`config.mk`:
```
export PLATFORM = sky130hd
export DESIGN_NAME = markov_marginal_propagation
export DESIGN_NICKNAME = d
export VERILOG_FILES = /design/src/design/mmp_pkg.sv /design/src/design/mmp_core.sv /design/src/design/mmp_outbuf.sv /design/src/design/markov_marginal_propagation.sv
export SDC_FILE = /design/constraint.sdc
export NUM_CORES = 2
export LEC_CHECK = 0
export BUFFER_PORTS_ARGS = -buffer_cell sky130_fd_sc_hd__buf_2
export CAP_MARGIN = 20
export CORE_MARGIN = 2
export CORE_UTILIZATION = 25
export DETAILED_ROUTE_END_ITERATION = 6
export GPL_ROUTABILITY_DRIVEN = 0
export GPL_TIMING_DRIVEN = 0
export MAX_ROUTING_LAYER = met4
export PLACE_DENSITY = 0.41
export SETUP_SLACK_MARGIN = 0.2
export SYNTH_ARGS = -nofsm -noshare
export SYNTH_HDL_FRONTEND = slang
export SYNTH_SLANG_ARGS = --single-unit
```
`constraint.sdc`:
```
create_clock -name clk -period 9.85 [get_ports clk]
set_clock_uncertainty 0.15 [all_clocks]
set_input_delay 0.4925 -clock clk [delete_from_list [all_inputs] [get_ports clk]]
set_output_delay 0.4925 -clock clk [all_outputs]
set_load 0.01 [all_outputs]
```
`src/design/mmp_pkg.sv`:
```
// mmp_pkg: shared types, codes and a fixed-point helper for the marginal propagation block
// no dependencies; used by every module of the block
`default_nettype none

package mmp_pkg;

  localparam int unsigned STATE_W = 3;
  localparam int unsigned COUNT_W = 4;
  localparam int unsigned PROB_W  = 16;
  localparam int unsigned POS_W   = 16;
  localparam int unsigned CFG_W   = 16;

  localparam logic [PROB_W-1:0] Q_ONE = 16'h8000;

  typedef enum logic {
    OP_BEGIN = 1'b0,
    OP_TRANS = 1'b1
  } opcode_t;

  typedef enum logic {
    CFG_STATE_COUNT   = 1'b0,
    CFG_NUM_POSITIONS = 1'b1
  } cfg_index_t;

  // request from the update stage to the result buffer
  typedef struct packed {
    logic               load;
    logic [STATE_W-1:0] first;
    logic [STATE_W-1:0] stop;
    logic [STATE_W-1:0] top;
    logic [POS_W-1:0]   position;
    logic               series;
  } emit_t;

  // clamp a sum or a raw probability to 1.0
  function automatic logic [PROB_W-1:0] sat_q(input logic [PROB_W:0] v);
    return (v > {1'b0, Q_ONE}) ? Q_ONE : v[PROB_W-1:0];
  endfunction

endpackage

`default_nettype wire

```
`src/design/mmp_core.sv`:
```
// mmp_core: input register and single-pass marginal update (multiply, accumulate, close)
// depends on mmp_pkg
`default_nettype none

module mmp_core #(
  parameter int unsigned MAX_STATES = 8
) (
  input  wire logic                          clk,
  input  wire logic                          rst_n,
  input  wire logic                          in_tvalid,
  output logic                               in_tready,
  input  wire logic [23:0]                   in_tdata,
  input  wire logic                          in_tuser,
  input  wire logic [mmp_pkg::COUNT_W-1:0]   state_count,
  input  wire logic [mmp_pkg::POS_W-1:0]     num_positions,
  input  wire logic                          out_free,
  output mmp_pkg::emit_t                     emit,
  output logic [mmp_pkg::PROB_W-1:0]         emit_vec [(MAX_STATES < 8 ? MAX_STATES : 8)]
);

  localparam int unsigned NS = (MAX_STATES < 8) ? MAX_STATES : 8;
  localparam logic [mmp_pkg::COUNT_W-1:0] LIM = mmp_pkg::COUNT_W'(NS);
  localparam logic [mmp_pkg::COUNT_W-1:0] MIN_N = 4'd2;

  logic                          item_valid_r;
  mmp_pkg::opcode_t              op_r;
  logic [mmp_pkg::STATE_W-1:0]   from_r, to_r;
  logic [mmp_pkg::PROB_W-1:0]    prob_r;
  logic [mmp_pkg::PROB_W-1:0]    prev_r [NS];
  logic [mmp_pkg::PROB_W-1:0]    acc_r  [NS];
  logic [mmp_pkg::POS_W-1:0]     pos_r;

  logic [mmp_pkg::COUNT_W-1:0]   n;
  logic [mmp_pkg::STATE_W-1:0]   nm1;
  logic [mmp_pkg::POS_W-1:0]     final_pos;
  logic [mmp_pkg::PROB_W-1:0]    p;
  logic [mmp_pkg::PROB_W-1:0]    prev_sel, acc_sel, prod, acc_new_to;
  logic [31:0]                   prod_full;
  logic                          from_ok, to_ok, begin_ok, trans_ok, close, needs_out;
  logic                          advance;
  logic [mmp_pkg::POS_W-1:0]     pos_inc;
  logic [mmp_pkg::PROB_W-1:0]    prev_new [NS];
  logic [mmp_pkg::PROB_W-1:0]    acc_new  [NS];

  // active state count clamped to at least 2 and at most the storage
  always_comb begin
    if (state_count < MIN_N) begin
      n = MIN_N;
    end else if (state_count > LIM) begin
      n = LIM;
    end else begin
      n = state_count;
    end
  end

  assign nm1       = mmp_pkg::STATE_W'(n - 4'd1);
  assign final_pos = (num_positions == '0) ? '0 : num_positions - 16'd1;
  assign p         = mmp_pkg::sat_q({1'b0, prob_r});
  assign from_ok   = {1'b0, from_r} < n;
  assign to_ok     = {1'b0, to_r} < n;
  assign begin_ok  = (op_r == mmp_pkg::OP_BEGIN) && to_ok;
  assign trans_ok  = (op_r == mmp_pkg::OP_TRANS) && from_ok && to_ok;
  assign close     = trans_ok && (from_r == nm1) && (to_r == nm1);
  assign needs_out = begin_ok || close;
  assign advance   = item_valid_r && (!needs_out || out_free);
  assign in_tready = !item_valid_r || advance;
  assign pos_inc   = pos_r + 16'd1;

  always_comb begin
    prev_sel = '0;
    acc_sel  = '0;
    for (int j = 0; j < NS; j++) begin
      if (from_r == mmp_pkg::STATE_W'(j)) begin
        prev_sel = prev_r[j];
      end
      if (to_r == mmp_pkg::STATE_W'(j)) begin
        acc_sel = acc_r[j];
      end
    end
  end

  // product fits 16 bits since both operands are at most 1.0
  assign prod_full  = prev_sel * p;
  assign prod       = prod_full[30:15];
  assign acc_new_to = mmp_pkg::sat_q({1'b0, acc_sel} + {1'b0, prod});

  always_comb begin
    for (int j = 0; j < NS; j++) begin
      prev_new[j] = (to_r == mmp_pkg::STATE_W'(j)) ? p : prev_r[j];
      acc_new[j]  = (to_r == mmp_pkg::STATE_W'(j)) ? acc_new_to : acc_r[j];
    end
  end

  always_ff @(posedge clk) begin
    if (!rst_n) begin
      item_valid_r <= 1'b0;
      pos_r        <= '0;
      for (int j = 0; j < NS; j++) begin
        prev_r[j] <= '0;
        acc_r[j]  <= '0;
      end
    end else begin
      if (in_tready) begin
        item_valid_r <= in_tvalid;
      end
      if (advance) begin
        if (begin_ok) begin
          pos_r <= '0;
          for (int j = 0; j < NS; j++) begin
            prev_r[j] <= prev_new[j];
            acc_r[j]  <= '0;
          end
        end else if (close) begin
          pos_r <= pos_inc;
          for (int j = 0; j < NS; j++) begin
            prev_r[j] <= acc_new[j];
            acc_r[j]  <= '0;
          end
        end else if (trans_ok) begin
          for (int j = 0; j < NS; j++) begin
            acc_r[j] <= acc_new[j];
          end
        end
      end
    end
  end

  always_ff @(posedge clk) begin
    if (in_tready && in_tvalid) begin
      op_r   <= mmp_pkg::opcode_t'(in_tuser);
      from_r <= in_tdata[2:0];
      to_r   <= in_tdata[5:3];
      prob_r <= in_tdata[21:6];
    end
  end

  always_comb begin
    emit.load     = advance && needs_out;
    emit.first    = begin_ok ? to_r : '0;
    emit.stop     = begin_ok ? to_r : nm1;
    emit.top      = nm1;
    emit.position = begin_ok ? '0 : pos_inc;
    emit.series   = begin_ok ? (final_pos == '0) : (pos_inc == final_pos);
    for (int j = 0; j < NS; j++) begin
      emit_vec[j] = begin_ok ? prev_new[j] : acc_new[j];
    end
  end

endmodule

`default_nettype wire

```
`src/design/mmp_outbuf.sv`:
```
// mmp_outbuf: result buffer holding one marginal vector, drained a word per ready cycle
// depends on mmp_pkg
`default_nettype none

module mmp_outbuf #(
  parameter int unsigned MAX_STATES = 8
) (
  input  wire logic                      clk,
  input  wire logic                      rst_n,
  input  wire mmp_pkg::emit_t            emit,
  input  wire logic [mmp_pkg::PROB_W-1:0] emit_vec [(MAX_STATES < 8 ? MAX_STATES : 8)],
  output logic                           out_free,
  output logic                           out_tvalid,
  input  wire logic                      out_tready,
  output logic [39:0]                    out_tdata,
  output logic                           out_tlast,
  output logic                           out_tuser
);

  localparam int unsigned NS = (MAX_STATES < 8) ? MAX_STATES : 8;

  logic                         busy_r;
  logic [mmp_pkg::STATE_W-1:0]  idx_r, stop_r, top_r;
  logic [mmp_pkg::POS_W-1:0]    pos_r;
  logic                         series_r;
  logic [mmp_pkg::PROB_W-1:0]   data_r [NS];
  logic [mmp_pkg::PROB_W-1:0]   data_sel;
  logic                         at_stop;

  assign at_stop  = idx_r == stop_r;
  assign out_free = !busy_r || (out_tready && at_stop);

  always_ff @(posedge clk) begin
    if (!rst_n) begin
      busy_r <= 1'b0;
    end else if (emit.load) begin
      busy_r <= 1'b1;
    end else if (busy_r && out_tready && at_stop) begin
      busy_r <= 1'b0;
    end
  end

  always_ff @(posedge clk) begin
    if (emit.load) begin
      idx_r    <= emit.first;
      stop_r   <= emit.stop;
      top_r    <= emit.top;
      pos_r    <= emit.position;
      series_r <= emit.series;
      for (int j = 0; j < NS; j++) begin
        data_r[j] <= emit_vec[j];
      end
    end else if (busy_r && out_tready && !at_stop) begin
      idx_r <= idx_r + 3'd1;
    end
  end

  always_comb begin
    data_sel = '0;
    for (int j = 0; j < NS; j++) begin
      if (idx_r == mmp_pkg::STATE_W'(j)) begin
        data_sel = data_r[j];
      end
    end
  end

  assign out_tvalid = busy_r;
  assign out_tdata  = {5'd0, data_sel, idx_r, pos_r};
  assign out_tlast  = idx_r == top_r;
  assign out_tuser  = out_tlast && series_r;

endmodule

`default_nettype wire

```
`src/design/markov_marginal_propagation.sv`:
```
// channel | direction | tdata (low bit up)                                | tlast       | tuser
// in      | slave     | from_state[2:0] to_state[5:3] prob[21:6], pad 0  | -           | opcode
// out     | master    | position[15:0] state_index[18:16]                 | last_of_run | series_done
//         |           | marginal_prob[34:19], pad 0                       |             |
// cfg     | write     | index 0 state count, index 1 num_positions        | -           | -
//
// an input word is taken every cycle unless stalled; it is held in the input register, updated
// in the multiply-accumulate stage, and its results are loaded into the output buffer then
// a begin entry gives one result, a closing element (last,last) gives one per active state,
// drained a word per ready cycle; the input stalls only while a new vector waits on a full buffer
// synchronous active-low reset clears marginals, accumulators and position count
// top level: config registers, update stage and result buffer; depends on mmp_pkg, mmp_core,
// mmp_outbuf
`default_nettype none

module markov_marginal_propagation #(
  parameter int unsigned MAX_STATES = 8
) (
  input  wire logic                       clk,
  input  wire logic                       rst_n,
  input  wire logic                       in_tvalid,
  output logic                            in_tready,
  input  wire logic [23:0]                in_tdata,   // from_state, to_state, prob
  input  wire logic                       in_tuser,   // opcode
  output logic                            out_tvalid,
  input  wire logic                       out_tready,
  output logic [39:0]                     out_tdata,  // position, state_index, marginal_prob
  output logic                            out_tlast,
  output logic                            out_tuser,  // series_done
  input  wire logic                       cfg_we,
  input  wire logic                       cfg_index,
  input  wire logic [mmp_pkg::CFG_W-1:0]  cfg_wdata
);

  localparam int unsigned NS = (MAX_STATES < 8) ? MAX_STATES : 8;

  logic [mmp_pkg::COUNT_W-1:0] state_count_r;
  logic [mmp_pkg::POS_W-1:0]   num_positions_r;
  mmp_pkg::emit_t              emit;
  logic [mmp_pkg::PROB_W-1:0]  emit_vec [NS];
  logic                        out_free;

  always_ff @(posedge clk) begin
    if (!rst_n) begin
      state_count_r   <= 4'd2;
      num_positions_r <= 16'd1;
    end else if (cfg_we) begin
      case (mmp_pkg::cfg_index_t'(cfg_index))
        mmp_pkg::CFG_STATE_COUNT:   state_count_r   <= cfg_wdata[mmp_pkg::COUNT_W-1:0];
        mmp_pkg::CFG_NUM_POSITIONS: num_positions_r <= cfg_wdata[mmp_pkg::POS_W-1:0];
        default: ;
      endcase
    end
  end

  mmp_core #(
    .MAX_STATES(MAX_STATES)
  ) u_core (
    .clk          (clk),
    .rst_n        (rst_n),
    .in_tvalid    (in_tvalid),
    .in_tready    (in_tready),
    .in_tdata     (in_tdata),
    .in_tuser     (in_tuser),
    .state_count  (state_count_r),
    .num_positions(num_positions_r),
    .out_free     (out_free),
    .emit         (emit),
    .emit_vec     (emit_vec)
  );

  mmp_outbuf #(
    .MAX_STATES(MAX_STATES)
  ) u_outbuf (
    .clk       (clk),
    .rst_n     (rst_n),
    .emit      (emit),
    .emit_vec  (emit_vec),
    .out_free  (out_free),
    .out_tvalid(out_tvalid),
    .out_tready(out_tready),
    .out_tdata (out_tdata),
    .out_tlast (out_tlast),
    .out_tuser (out_tuser)
  );

endmodule

`default_nettype wire

```
==> Word level (Yosys, flattened, before mapping) <==
Memories as Yosys holds them, arrays and structs flattened.
Cells that the tools add are included.
{ "classes": {"n_addsub": 5, "n_mul": 1, "n_lt_le_gt_ge": 6, "n_eq_ne": 26, "muxes": 120, "bitwise": 42, "reduce_logical": 32} }
{ "op_table": {"columns": ["cell", "n"], "rows": [
  ["two-way mux 16 bit", 93],
  ["bitwise OR 1 bit", 40],
  ["equality test 3 bit (second input constant)", 12],
  ["zero test 16 bit", 2],
  ["multiplier 16 x 16 -> 31 bit", 1],
  ["two-way mux 1 bit", 21],
  ["equality test 3 x 2 -> 1 bit (second input constant)", 6],
  ["adder 16 x 16 -> 17 bit", 1],
  ["> comparator 17 x 16 -> 1 bit (second input constant)", 1],
  ["adder 16 x 1 -> 16 bit (second input constant)", 1],
  ["equality test 16 bit", 1],
  ["> comparator 16 bit (second input constant)", 1],
  ["subtractor 16 x 1 -> 16 bit (second input constant)", 1],
  ["logical AND 1 bit", 13],
  ["equality test 3 bit", 4],
  ["two-way mux 3 bit", 4],
  ["equality test 3 x 1 -> 1 bit (second input constant)", 3],
  ["zero test 3 bit", 3],
  ["less-than comparator 3 x 4 -> 1 bit", 2],
  ["two-way mux 4 bit", 2],
  ["AND reduction 2 bit", 3],
  ["nonzero test 2 bit", 3],
  ["> comparator 4 bit (second input constant)", 1],
  ["zero test 1 bit", 4],
  ["5 further kinds", 9]
]} }
{ "word_totals": {"reg_bits": 87, "ramBits": 384, "inputBits": 47, "output_inout_bits": 44, "wordCells": 249, "memories": 3} }
{ "memory_table": {"columns": ["memory", "depth", "width", "read_ports", "rd_ports_with_merged_regs", "wr", "line_no", "rtl"], "rows": [
  ["u_core.acc_r", 8, 16, 8, 0, 8, "mmp_core.sv:30", "logic [mmp_pkg::PROB_W-1:0] acc_r [NS];"],
  ["u_core.prev_r", 8, 16, 8, 0, 8, "mmp_core.sv:29", "logic [mmp_pkg::PROB_W-1:0] prev_r [NS];"],
  ["u_outbuf.data_r", 8, 16, 8, 0, 8, "mmp_outbuf.sv:26", "logic [mmp_pkg::PROB_W-1:0] data_r [NS];"]
]} }

==> Logic depth before layout (Yosys ltp) <==
{ "logic_depth": {"depth_word": 18, "ltp_mapped": 42, "mapped_depth_nobuf": 38} }

==> Cells and area by module <==
A second synthesis with hierarchy kept.
{ "unflattened": {"cells_unflattened": 3726, "area_unflattened_um2": 35321.4} }
{ "by_module_without_submodules": {"columns": ["module", "n_inst", "cells_per_inst", "area_per_inst_um2", "seq_area_each_um2"], "rows": [
  ["mmp_core", 1, 3204, 28190.8, 8558.2],
  ["mmp_outbuf", 1, 431, 6286.0, 4644.5],
  ["markov_marginal_propagation", 1, 91, 844.6, 400.4]
]} }

==> Worst setup path after synthesis <==
No wires, ideal clock.
{ "synth_timing": {"kind": "flip-flop to flip-flop", "startpoint": "reg u_core.from_r[1] (netlist name)", "endpoint": "mem u_core.prev_r[6][15] (netlist name), data pin", "setup_ps": 255, "t_arrival_ps": 9570, "required_time_ps": 9445, "path_slack_ps": -125, "path_stages_with_launch": 37, "n_path_buf": 4, "period_less_slack_ps": 9975, "cell_sequence": "edfxtp_1 buf_2 buf_2 inv_1 nor2_1 a21oi_1 o21ai_0 o21ai_0 a221oi_1 clkbuf_1 nand2_1 fa_1 fa_1 inv_1 fa_1 fa_1 fa_1 inv_1 fa_1 inv_1 ha_1 a21o_1 a21o_1 a21oi_1 a21oi_1 or4_1 o211a_1 ha_1 a2111oi_2 o21ai_1 a41oi_2 a2bb2oi_2 mux2i_1 buf_2 nand2_1 mux4_2 and2_1"} }
{ "synth_rtl": {"columns": ["item", "line_no", "rtl"], "rows": [
  ["start: declaration", "mmp_core.sv:27", "logic [mmp_pkg::STATE_W-1:0] from_r, to_r;"],
  ["start signal: assignment", "mmp_core.sv:131", "from_r <= in_tdata[2:0];"],
  ["end: declaration", "mmp_core.sv:29", null]
]} }

==> results.cfg <==
[pwr]
power_density_nw_per_um2 = 357.9
p_leak_nw = 17.67
sw_frac_of_total_pct = 51.84
p_int_mw = 8.271
comb_power_share_pct = 72.8
finalPower_mw = 17.17
vdd_ir_drop_max_uv = 513.7
p_sw_mw = 8.902
pwr-share-seq_pct = 14.0
pwr-share-clk_pct = 13.2

[min_path]
hp-class = input port to register
min_path_cells = 4

[grt]
grt_overflow = 0
grt_pass1_wl_mm = 251.8
grtUsageTotal_pct = 25.31
grt_max_degree = 51
antenna_found_initial = 12
grt_pass1_vias = 31460

[outcome]
violations = setup timing
status = finished with violations

[sta]
rsz0062_at_grt = yes
worstMarginPinSlew_ps = 1417
fmax_ghz = 0.09661
fin_tns_setup_ps = -102150
relSlewSlack_pct = 5.521
slew_viol_final = 0
setup_viol = 381
setup_ws_ps = -501.3
finalHoldWorstSlack_ps = 86.51
period_share_pct = 105.1
finalHoldViolCount = 0
period_needed_ps = 10350

[layout]
stdcell_count = 6096
layout-drive-gt1-share_pct = 27.70
synthToLayoutAreaGrowth_pct = 35.63
nets = 4513

[floorplanning]
row_count = 138
initial_core_util_pct = 25.08
dieArea_um2 = 144500
io_pins = 91
die_w_um = 380.2
die_y_um = 380.2
core-area_um2 = 141100

[worst_setup_path]
cp_common_cell = fa_1
path_depth = 42
r2r_cells = 42
cp.required_ps = 10200
path_max_fanout = 10
endpoint_kind = register
critPathKind = register to register
crit_family = adder cells
start_kind = register
cpMaxStageDelayCell = fa_1
cp_num_buf_inv = 16
slowest_delay_ps = 560
crit_arrival_ps = 10700

[yosys]
synth-edff-count = 417
synthFlopType = edfxtp_1
netlist_instances = 3752
syn_area_um2 = 35380
seq_area_frac_synth_pct = 38.45
synth_async_sr_flop_share_pct = 0
ys_types = 92
avgSynthCellArea_um2 = 9.428
ys_ff_latch = 471
yosysWarnings = 0

[clock_network]
clk_pin_slew_ps = 60
cts_root_buf = clkbuf_16
htreeDepth = 2
clk_latency_ps = 730
cts.sinks = 471
clock_path_buffers = 3
cts_buffers = 58
cts_tree = built

[placement]
pre_cts_ws_ps = -4147
port_buffers = 83
placedCellCount = 5751
hpwl_mm = 140.8

[job]
cap_violations = 0

[drt]
postRouteAntennaNets = 0
drc = 0
drt-pass1-iter-count = 6
routed_via_density = 5.425
vias = 33070
drtIter0Drc = 4161
routed_wirelength_mm = 184.0
route.detailed.wl_per_inst_um = 30.19
final cells by class:
class | count | area, µm²
fillers | 14450 | 93090
well taps | 1890 | 2365
clock buffers | 78 | 1578
diodes | 11 | 27.53
plain buffers | 282 | 1680
clock inverters | 32 | 374.1
inverters | 255 | 972.2
repair buffers | 332 | 3374
multi-input cells | 2745 | 24000
flip-flops and latches | 471 | 13600
cell usage after synthesis (27+ instances only):
library cell	count	area share, %
a21o_1	27	0.57
dfxtp_1	54	3.1
nor3_1	38	0.54
o22ai_1	62	1.1
and2_1	50	0.88
a21oi_1	278	3.9
a211oi_1	86	1.8
clkbuf_1	218	2.3
fa_1	193	11
mux4_2	40	2.5
inv_1	252	2.7
ha_1	128	4.5
o21ai_0	188	2.7
buf_2	34	0.48
and3_1	46	0.81
nand2_1	514	5.5
xnor2_1	40	0.99
nand3_1	67	0.95
mux2_2	31	0.99
edfxtp_1	417	35
mux2i_1	113	3.2
a31oi_1	47	0.83
nor2_1	428	4.5
a22oi_1	29	0.62
repair_timing:
item	in CTS	in global routing
hold endpoints to repair	44	0
setup endpoints to repair	384	384
resized for setup	746	352
buffers inserted	106	64
pin swaps	229	188
hold buffers	40	0
gates cloned	6	0
sequential cells by signal, summed over array words and instances (netlist names), 3 cells and up:
name / cells
u_core.to_r: 3
u_outbuf.top_r: 3
u_core.acc_r: 128
u_core.from_r: 3
u_outbuf.data_r: 128
u_core.pos_r: 16
u_core.prob_r: 16
u_outbuf.idx_r: 3
u_core.prev_r: 128
state_count_r: 4
num_positions_r: 16
u_outbuf.pos_r: 16
u_outbuf.stop_r: 3
layer usage:
metal | global-route usage, % | share of wire, %
met1 | 32.69 | 41
met2 | 35.98 | 42
met3 | 5.778 | 9.7
met4 | 15.09 | 7.8
met5 | - | 0
tightest hold or removal path, cell delays in order:
cell	delay (ps)
buf_2	90
a21boi_1	140
nor2_1	130
nor2_1	40
logic make-up (layout without fill, tap and decap cells):
group / count (synthesis) / in the layout / share of synthesized area (%)
muxes: 184 / 184 / 6.731
xor gates and xnor gates: 67 / 67 / 1.680
and+or+nand+nor: 1290 / 1291 / 16.23
AOI/OAI and AO/OA: 877 / 877 / 15.42
other: 1 / 16 / 0.01060
buffers and inverters: 541 / 979 / 6.020
DFF: 471 / 471 / 38.45
adders and majority gates: 321 / 321 / 15.45
layout by cell type, fill, tap and decap left out, types with 45 or more instances in the layout:
cell         n
a21oi_4     69
buf_4       93
clkbuf_1   185
buf_12      49
a21oi_2     83
fa_1       185
o21ai_0    145
buf_6       67
mux2i_4     62
ha_1       121
a21oi_1    128
clkbuf_16   63
nand2_1    477
buf_2      101
dfxtp_1     54
nor2_1     404
and2_1      45
inv_1      240
nand3_1     48
edfxtp_1   417
power groups by stage:
| stage | combinational, mW | sequential, mW | clock [mW] |
|---|---|---|---|
| 2_1_floorplan | 3.82 | 2.39 | 0 |
| 3_3_place_gp | 7.10 | 2.45 | 0 |
| 3_5_place_dp | 7.27 | 2.44 | 0 |
| 4_1_cts | 10.5 | 2.40 | 2.28 |
| 5_1_grt | 12.7 | 2.41 | 2.35 |
| 6_report | 12.5 | 2.41 | 2.27 |
per-stage QoR:
step           cell area (µm²)  utilization (%)
2_1_floorplan            35430                -
3_3_place_gp             38210            27.09
3_5_place_dp             38560            27.34
4_1_cts                  45490            32.25
5_1_grt                  47970            34.01
6_report                 47980            34.01
worst paths after layout:
kind / end / startpoint / slack [ps]
setup reg to reg: u_outbuf.data_r[1][39] / u_core.from_r[0] / -500
setup / recovery: u_outbuf.data_r[1][39] / u_core.from_r[0] / -500
hold reg to reg: u_core.pos_r[15] / u_core.pos_r[15] / 330
hold / removal: u_outbuf.out_tvalid / out_tready / 90
Power figures use the tool's default switching activity.
